<file path="config.mk">
export PLATFORM = sky130hd
export DESIGN_NAME = timer_expiry_table
export DESIGN_NICKNAME = d
export VERILOG_FILES = /design/src/rtl/core/tet_pkg.sv /design/src/rtl/core/tet_ram.sv /design/src/rtl/core/tet_scan.sv /design/src/rtl/core/timer_expiry_table.sv
export SDC_FILE = /design/constraint.sdc
export NUM_CORES = 2
export LEC_CHECK = 0
export ABC_AREA = 1
export BUFFER_PORTS_ARGS = -buffer_cell sky130_fd_sc_hd__buf_2
export CAP_MARGIN = 20
export CORE_AREA = 2 2 385 387
export CTS_CLUSTER_DIAMETER = 40
export DETAILED_ROUTE_END_ITERATION = 8
export DIE_AREA = 0 0 387 389
export GPL_ROUTABILITY_DRIVEN = 0
export HOLD_SLACK_MARGIN = 0.1
export PLACE_DENSITY = 0.63
export SYNTH_ARGS = -nofsm -noshare
export SYNTH_HDL_FRONTEND = slang
export SYNTH_HIERARCHICAL = 1
export SYNTH_SLANG_ARGS = --single-unit
</file>
<file path="constraint.sdc">
create_clock -name clk_i -period 13.34 [get_ports clk_i]
set_clock_uncertainty 0.1 [all_clocks]
set_input_delay 0 -clock clk_i [delete_from_list [all_inputs] [get_ports clk_i]]
set_output_delay 0 -clock clk_i [all_outputs]
set_load 0.01 [all_outputs]
</file>
<file path="src/rtl/core/tet_pkg.sv">
`timescale 1ns / 1ps
// ----------------------------------------------------------------------------
// Timer expiry table package
// Shared types, operation and result codes for the timer expiry table.
// ----------------------------------------------------------------------------
package tet_pkg;

  localparam int MaxTimersDef = 32;
  localparam int SlotW        = 6;   // slot index width, covers up to 64 slots
  localparam int NowW         = 40;
  localparam int DlW          = 41;
  localparam int TimeoutW     = 31;

  localparam logic [2:0] FuncArm    = 3'd0;
  localparam logic [2:0] FuncRearm  = 3'd1;
  localparam logic [2:0] FuncCancel = 3'd2;
  localparam logic [2:0] FuncDrop   = 3'd3;
  localparam logic [2:0] FuncTick   = 3'd4;
  localparam logic [2:0] FuncQuery  = 3'd5;
  localparam logic [2:0] FuncClear  = 3'd6;

  localparam logic [1:0] KindExpired   = 2'd0;
  localparam logic [1:0] KindCancelled = 2'd1;
  localparam logic [1:0] KindReport    = 2'd2;

  localparam logic [31:0] RemMax  = 32'h7FFF_FFFF;
  localparam logic [31:0] RemNone = 32'hFFFF_FFFF;

  typedef struct packed {
    logic [2:0]          func;
    logic [4:0]          timer_id;
    logic [TimeoutW-1:0] timeout_ms;
    logic [NowW-1:0]     now_ms;
  } tet_req_t;

  typedef struct packed {
    logic [1:0]         kind;
    logic [4:0]         fired_id;
    logic signed [31:0] remaining_ms;
    logic               last;
  } tet_rsp_t;

  // One slot as it comes out of the deadline memory
  typedef struct packed {
    logic             vld;
    logic [SlotW-1:0] id;
    logic [DlW-1:0]   dl;
  } tet_smp_t;

  // Running earliest slot of a scan pass
  typedef struct packed {
    logic             found;
    logic [SlotW-1:0] id;
    logic [DlW-1:0]   dl;
    logic             due;
  } tet_best_t;

endpackage

</file>
<file path="src/rtl/core/tet_ram.sv">
`timescale 1ns / 1ps
// ----------------------------------------------------------------------------
// Generic RAM
// One write port, one read port with registered read data.
// ----------------------------------------------------------------------------
module tet_ram #(
  parameter int Width = tet_pkg::DlW,
  parameter int Depth = tet_pkg::MaxTimersDef
) (
  input  logic                     clk_i,
  input  logic                     we_i,
  input  logic [$clog2(Depth)-1:0] waddr_i,
  input  logic [Width-1:0]         wdata_i,
  input  logic [$clog2(Depth)-1:0] raddr_i,
  output logic [Width-1:0]         rdata_o
);

  logic [Width-1:0] mem_q [Depth];
  logic [Width-1:0] rdata_q;

  always_ff @(posedge clk_i) begin
    if (we_i) begin
      mem_q[waddr_i] <= wdata_i;
    end
    rdata_q <= mem_q[raddr_i];
  end

  assign rdata_o = rdata_q;

endmodule

</file>
<file path="src/rtl/core/tet_scan.sv">
`timescale 1ns / 1ps
// ----------------------------------------------------------------------------
// Earliest-deadline scan unit
// Compares one slot per cycle against the running minimum of a pass.
// ----------------------------------------------------------------------------
module tet_scan (
  input  logic                           clk_i,
  input  logic                           rst_ni,
  input  logic                           clr_i,
  input  tet_pkg::tet_smp_t              smp_i,
  input  logic [tet_pkg::NowW-1:0]       now_i,
  output tet_pkg::tet_best_t             best_o
);

  logic                        found_q, found_d;
  logic [tet_pkg::SlotW-1:0]   id_q, id_d;
  logic [tet_pkg::DlW-1:0]     dl_q, dl_d;
  logic                        take;

  // Strictly less keeps the lower id on equal deadlines (ids arrive ascending)
  assign take = smp_i.vld && (!found_q || (smp_i.dl < dl_q));

  always_comb begin
    found_d = found_q;
    id_d    = id_q;
    dl_d    = dl_q;
    if (clr_i) begin
      found_d = 1'b0;
    end else if (take) begin
      found_d = 1'b1;
      id_d    = smp_i.id;
      dl_d    = smp_i.dl;
    end
  end

  always_ff @(posedge clk_i or negedge rst_ni) begin
    if (!rst_ni) begin
      found_q <= 1'b0;
    end else begin
      found_q <= found_d;
    end
  end

  always_ff @(posedge clk_i) begin
    id_q <= id_d;
    dl_q <= dl_d;
  end

  assign best_o.found = found_q;
  assign best_o.id    = id_q;
  assign best_o.dl    = dl_q;
  assign best_o.due   = found_q && (dl_q <= {1'b0, now_i});

endmodule

</file>
<file path="src/rtl/core/timer_expiry_table.sv">
`timescale 1ns / 1ps
// ----------------------------------------------------------------------------
// Timer expiry table
// One-shot timers per id with expiry reporting in deadline order.
// ----------------------------------------------------------------------------
// Usage:
//   Requests enter on req_valid_i/req_ready_o with payload req_i (func,
//   timer_id, timeout_ms, now_ms). Results leave on rsp_valid_o/rsp_ready_i
//   with payload rsp_o (kind, fired_id, remaining_ms, last); last marks the
//   final result of a request.
//   Arm, rearm and clear finish in the accepting cycle. Cancel passes through
//   the emit state and may wait for the output register.
//   Drop, tick and query run scan passes over the deadline RAM: one slot is
//   read per cycle and fed to the shared compare unit, and each pass ends in
//   a decide step. A tick or query that expires k timers runs k + 1 passes,
//   plus an emit step per result.
//   req_ready_o is high only while no request is in flight.
//   Reset disarms every slot and empties the output register; the deadline
//   RAM is not cleared, since only armed slots are ever looked at.
//   A stalled receiver holds the result in the output register and stalls
//   the sequencer at its next result; no result is lost or repeated.
// ----------------------------------------------------------------------------
module timer_expiry_table #(
  parameter int MAX_TIMERS = tet_pkg::MaxTimersDef
) (
  input  logic              clk_i,
  input  logic              rst_ni,
  input  logic              req_valid_i,
  output logic              req_ready_o,
  input  tet_pkg::tet_req_t req_i,
  output logic              rsp_valid_o,
  input  logic              rsp_ready_i,
  output tet_pkg::tet_rsp_t rsp_o
);

  localparam int IdxW = $clog2(MAX_TIMERS);
  localparam int CntW = $clog2(MAX_TIMERS + 1);

  // Sequencer states
  localparam logic [1:0] StIdle   = 2'd0;
  localparam logic [1:0] StScan   = 2'd1;
  localparam logic [1:0] StDecide = 2'd2;
  localparam logic [1:0] StEmit   = 2'd3;

  logic [1:0]              state_q, state_d;
  logic [1:0]              ret_q, ret_d;
  tet_pkg::tet_req_t       req_q, req_d;
  logic [CntW-1:0]         cnt_q, cnt_d;
  logic                    rd_vld_q, rd_vld_d;
  logic [IdxW-1:0]         rd_idx_q, rd_idx_d;
  logic [MAX_TIMERS-1:0]   armed_q, armed_d;
  logic                    pend_vld_q, pend_vld_d;
  logic [4:0]              pend_id_q, pend_id_d;
  tet_pkg::tet_rsp_t       stg_q, stg_d;
  logic                    rsp_vld_q, rsp_vld_d;
  tet_pkg::tet_rsp_t       rsp_q, rsp_d;

  logic                    accept;
  logic                    id_ok;
  logic [IdxW-1:0]         id_idx;
  logic [IdxW-1:0]         best_idx;
  logic [tet_pkg::DlW-1:0] sum;
  logic [tet_pkg::DlW-1:0] diff;
  logic [31:0]             rem;
  logic                    ram_we;
  logic [tet_pkg::DlW-1:0] ram_rdata;
  logic                    scan_clr;
  tet_pkg::tet_smp_t       smp;
  tet_pkg::tet_best_t      best;

  assign req_ready_o = (state_q == StIdle);
  assign accept      = req_valid_i && req_ready_o;
  assign id_ok       = (32'(req_i.timer_id) < 32'(MAX_TIMERS));
  assign id_idx      = IdxW'(req_i.timer_id);
  assign best_idx    = IdxW'(best.id);
  assign sum         = {1'b0, req_i.now_ms} + tet_pkg::DlW'(req_i.timeout_ms);

  // Arm writes any valid id, rearm only an armed slot
  assign ram_we = accept && id_ok &&
                  ((req_i.func == tet_pkg::FuncArm) ||
                   ((req_i.func == tet_pkg::FuncRearm) && armed_q[id_idx]));

  tet_ram #(
    .Width (tet_pkg::DlW),
    .Depth (MAX_TIMERS)
  ) u_dl_ram (
    .clk_i   (clk_i),
    .we_i    (ram_we),
    .waddr_i (id_idx),
    .wdata_i (sum),
    .raddr_i (cnt_q[IdxW-1:0]),
    .rdata_o (ram_rdata)
  );

  // Read data lines up with the slot index issued in the previous cycle
  assign smp.vld = rd_vld_q && armed_q[rd_idx_q];
  assign smp.id  = tet_pkg::SlotW'(rd_idx_q);
  assign smp.dl  = ram_rdata;

  tet_scan u_scan (
    .clk_i  (clk_i),
    .rst_ni (rst_ni),
    .clr_i  (scan_clr),
    .smp_i  (smp),
    .now_i  (req_q.now_ms),
    .best_o (best)
  );

  // Time left to the earliest deadline; it lies beyond now once all due timers have fired
  assign diff = best.dl - {1'b0, req_q.now_ms};
  always_comb begin
    if (!best.found) begin
      rem = tet_pkg::RemNone;
    end else if (diff > tet_pkg::DlW'(tet_pkg::RemMax)) begin
      rem = tet_pkg::RemMax;
    end else begin
      rem = diff[31:0];
    end
  end

  always_comb begin
    state_d    = state_q;
    ret_d      = ret_q;
    req_d      = req_q;
    cnt_d      = cnt_q;
    rd_vld_d   = 1'b0;
    rd_idx_d   = rd_idx_q;
    armed_d    = armed_q;
    pend_vld_d = pend_vld_q;
    pend_id_d  = pend_id_q;
    stg_d      = stg_q;
    scan_clr   = 1'b0;
    // Drop the held result once the receiver takes it
    rsp_vld_d  = rsp_vld_q && !rsp_ready_i;
    rsp_d      = rsp_q;

    unique case (state_q)
      StIdle: begin
        if (accept) begin
          req_d = req_i;
          unique case (req_i.func) inside
            tet_pkg::FuncArm: begin
              if (id_ok) begin
                armed_d[id_idx] = 1'b1;
              end
            end
            tet_pkg::FuncCancel: begin
              if (id_ok && armed_q[id_idx]) begin
                armed_d[id_idx]    = 1'b0;
                stg_d.kind         = tet_pkg::KindCancelled;
                stg_d.fired_id     = req_i.timer_id;
                stg_d.remaining_ms = '0;
                stg_d.last         = 1'b1;
                ret_d              = StIdle;
                state_d            = StEmit;
              end
            end
            tet_pkg::FuncDrop, tet_pkg::FuncTick, tet_pkg::FuncQuery: begin
              cnt_d    = '0;
              scan_clr = 1'b1;
              state_d  = StScan;
            end
            tet_pkg::FuncClear: begin
              armed_d = '0;
            end
            default: begin
              // Rearm writes the RAM only; unknown codes do nothing
            end
          endcase
        end
      end

      StScan: begin
        if (cnt_q != CntW'(MAX_TIMERS)) begin
          rd_vld_d = 1'b1;
          rd_idx_d = cnt_q[IdxW-1:0];
          cnt_d    = cnt_q + CntW'(1);
        end else if (!rd_vld_q) begin
          state_d = StDecide;
        end
      end

      StDecide: begin
        if (req_q.func == tet_pkg::FuncDrop) begin
          if (best.found) begin
            armed_d[best_idx] = 1'b0;
          end
          state_d = StIdle;
        end else if (best.due) begin
          // Disarm and hold the new expiry until we know whether it is last
          armed_d[best_idx] = 1'b0;
          pend_vld_d        = 1'b1;
          pend_id_d         = 5'(best.id);
          cnt_d             = '0;
          scan_clr          = 1'b1;
          if (pend_vld_q) begin
            stg_d.kind         = tet_pkg::KindExpired;
            stg_d.fired_id     = pend_id_q;
            stg_d.remaining_ms = '0;
            stg_d.last         = 1'b0;
            ret_d              = StScan;
            state_d            = StEmit;
          end else begin
            state_d = StScan;
          end
        end else if (pend_vld_q) begin
          // Flush the held expiry; a query returns here for its report
          pend_vld_d         = 1'b0;
          stg_d.kind         = tet_pkg::KindExpired;
          stg_d.fired_id     = pend_id_q;
          stg_d.remaining_ms = '0;
          stg_d.last         = (req_q.func == tet_pkg::FuncTick);
          ret_d              = (req_q.func == tet_pkg::FuncTick) ? StIdle : StDecide;
          state_d            = StEmit;
        end else if (req_q.func == tet_pkg::FuncQuery) begin
          stg_d.kind         = tet_pkg::KindReport;
          stg_d.fired_id     = '0;
          stg_d.remaining_ms = rem;
          stg_d.last         = 1'b1;
          ret_d              = StIdle;
          state_d            = StEmit;
        end else begin
          state_d = StIdle;
        end
      end

      StEmit: begin
        // Hold the staged result until the output register is free
        if (!rsp_vld_q || rsp_ready_i) begin
          rsp_vld_d = 1'b1;
          rsp_d     = stg_q;
          state_d   = ret_q;
        end
      end

      default: begin
        state_d = StIdle;
      end
    endcase
  end

  always_ff @(posedge clk_i or negedge rst_ni) begin
    if (!rst_ni) begin
      state_q    <= StIdle;
      ret_q      <= StIdle;
      cnt_q      <= '0;
      rd_vld_q   <= 1'b0;
      armed_q    <= '0;
      pend_vld_q <= 1'b0;
      rsp_vld_q  <= 1'b0;
    end else begin
      state_q    <= state_d;
      ret_q      <= ret_d;
      cnt_q      <= cnt_d;
      rd_vld_q   <= rd_vld_d;
      armed_q    <= armed_d;
      pend_vld_q <= pend_vld_d;
      rsp_vld_q  <= rsp_vld_d;
    end
  end

  always_ff @(posedge clk_i) begin
    req_q     <= req_d;
    rd_idx_q  <= rd_idx_d;
    pend_id_q <= pend_id_d;
    stg_q     <= stg_d;
    rsp_q     <= rsp_d;
  end

  assign rsp_valid_o = rsp_vld_q;
  assign rsp_o       = rsp_q;

  // The slot chosen by a finished pass is still armed
  a_best_armed: assert property (@(posedge clk_i) disable iff (!rst_ni)
    (state_q == StDecide) && best.found |-> armed_q[best_idx])
    else $error("scan picked a disarmed slot");

  // No expiry is left held once a request completes
  a_pend_empty_idle: assert property (@(posedge clk_i) disable iff (!rst_ni)
    (state_q == StIdle) |-> !pend_vld_q)
    else $error("held expiry left behind at idle");

  // An expiry disarms exactly one slot
  a_fire_one: assert property (@(posedge clk_i) disable iff (!rst_ni)
    (state_q == StDecide) && (req_q.func != tet_pkg::FuncDrop) && best.due |=>
    ($countones(armed_q) + 1 == $countones($past(armed_q))))
    else $error("expiry did not disarm exactly one slot");

endmodule
</file>
==> metrics.txt <==
final setup margin roughly 9 ns; initial antenna violation count 10; layout cells sized above 1 between 10% and 20%; crit path DAT 4.76 ns; unrepaired setup endpoints after global routing false; Initial DRC Count roughly 5.9k; most common cell after layout, fill and taps aside nand2_1; Clock Tree Root clkbuf_16; DRT Pass-1 Iters 6; most frequent cells in the layout nand2_1 (2212), edfxtp_1 (1491), nand3_1 (1009), inv_1 (409), nor2_1 (258); post-CTS sizing 0; Pleak around 32 nW; Hold Crit Class in2reg; Pint about 11 mW; Clk pin slew, worst setup/hold paths approximately 0.060 ns; Fin. Hold Viols 0; Max-slew headroom between 20% and 30%; Yosys Warn Count 6; Syn-to-layout area delta 13.6%; Mapped Avg Cell Area 10.6 µm²; Least-Margin Pin Slew 1.18 ns; Crit. End Element register; fmax roughly 0.23 GHz; vias in the first global route approximately 49k; gr ovfl total 0; synthesized area slightly above 70000 µm²; total power around 17 mW; number of port buffers 124; total of max-cap violations 0; average routed wire per standard cell ~23 µm; CTS Buffer Depth 3; CTS Sinks roughly 1.6k; critical path required time between 10 and 15 ns; Cell Pwr Density 209 nW/µm²; CTS Buf Count 191; Setup Crit Path Kind reg2reg; setup violators final 0; status finished clean; Die Wd just under 400 µm; post-CTS setup buffers 0; Hold Buf Count CTS 120; routed vias 51.5k; Place WS 8.80 ns; first-pass GRT wire length a little over 300000 µm; worst-skew pair later-pin latency ~0.82 ns; Switch Pwr approximately 6.6 mW; Residual DRC 0; power share of the clock group 30.5%; CTS tree yes; Post-Syn Instances between 6k and 7k; # H-tree levels 4; post-DP HPWL roughly 120000 µm; TNS Setup 0 ns; Cell Area, Placed between 70000 and 80000 µm²; final wirelength 207000 µm; Die H roughly 390 µm; total track usage a little over a quarter; syn_nets 7076; sw frac 38.1%; pin count of the biggest net entering global routing 193; Tmin final ~4.4 ns; post-route cell area ~83000 µm²; Post-DRT Antenna Nets 0; startpoint types register; filler cell count between 10k and 15k; Tcrit/Tclk final roughly 33%; core footprint ~150000 µm²; Die ar. between 150000 and 200000 µm²; layout net count around 7.3k; combinational share of power about a third; Initial Utilization approximately half; max-slew violation count 0; Sequential Power Share around 36%; via-per-instance ratio 5.64; IO Pins 125; CP Max Fanout 29; maximum vdd ir drop ~0.00025 V; Cell Rows 141
==> metrics by stage <==
| stage | hold WS [ns] | instances | utilization (%) |
|---|---|---|---|
| 6_report | 0.137 | 9131 | 56.3 |
| 5_1_grt | 0.160 | 9126 | 56.3 |
| 3_3_place_gp | 0.0616 | 8649 | 50.9 |
| 3_5_place_dp | 0.0637 | 8649 | 50.9 |
| 2_1_floorplan | -0.396 | 6838 | - |
| 4_1_cts | 0.107 | 9116 | 56.2 |
==> critical path, stage by stage, from the launching register on <==
cell and delay [ns]:
dfrtp_1 0.38, inv_1 0.07, o22ai_1 0.16, nor2_1 0.08, o21ai_0 0.20, nor2_1 0.08
nand2_1 0.13, inv_2 0.07, a211oi_1 0.22, nand2_1 0.20, inv_1 0.17, nand3_1 0.63
nor2_4 0.84, buf_4 0.66
==> power groups by stage <==
stage	clock (mW)	combinational [mW]	sequential (mW)
detailed placement	0	5.65	6.28
global route	5.53	6.38	6.21
global placement	0	5.60	6.27
CTS	5.33	5.71	6.18
finish	5.27	5.81	6.18
floorplan	0	4.25	6.13
==> cell type report <==
class	count	area, µm²	area share (%)
antenna	5	12.5	0.0152
clock buffer	232	5100	6.18
clock inverter	115	1400	1.70
inverter	432	1660	2.02
multi-input combinational	4505	22500	27.2
sequential	1578	46800	56.7
tap	1930	2410	2.93
timing repair buffer	334	2680	3.24
==> per-layer routing <==
| layer | part of all wire (%) | GRT usage [%] | vias to the layer above |
|---|---|---|---|
| li1 | - | - | 23800 |
| met1 | 41 | 36.9 | 24900 |
| met2 | 47 | 44.5 | 2452 |
| met3 | 8.5 | 4.28 | 383 |
| met4 | 3.7 | 10.8 | 2 |
| met5 | 0.0063 | 0 | - |
==> flip-flops by register name (all words and copies together), names as in the netlist <==
name,count
pend_vld_q,1
u_dl_ram/mem_q,1312
rd_vld_q,1
rsp_o,40
ret_q,2
u_scan/found_q,1
pend_id_q,5
state_q,2
cnt_q,6
rd_idx_q,5
stg_q,40
req_q,43
armed_q,32
u_dl_ram/rdata_o,41
u_scan/dl_q,41
rsp_valid_o,1
u_scan/id_q,5
==> worst paths after layout <==
kind	start	end	slack, ns	depth (start not counted)
max	armed_q[7]	u_dl_ram/mem_q[21][2]	8.93	13
min	req_i[66]	u_dl_ram/mem_q[14][26]	0.14	3
max reg2reg	armed_q[7]	u_dl_ram/mem_q[21][2]	8.93	13
min reg2reg	stg_q[13]	rsp_o[13]	0.32	0
max in group asynchronous	rst_ni	cnt_q[1]	12.35	4
min in group asynchronous	rst_ni	armed_q[6]	0.28	4
No activity file was read; power rests on OpenSTA's default activity.
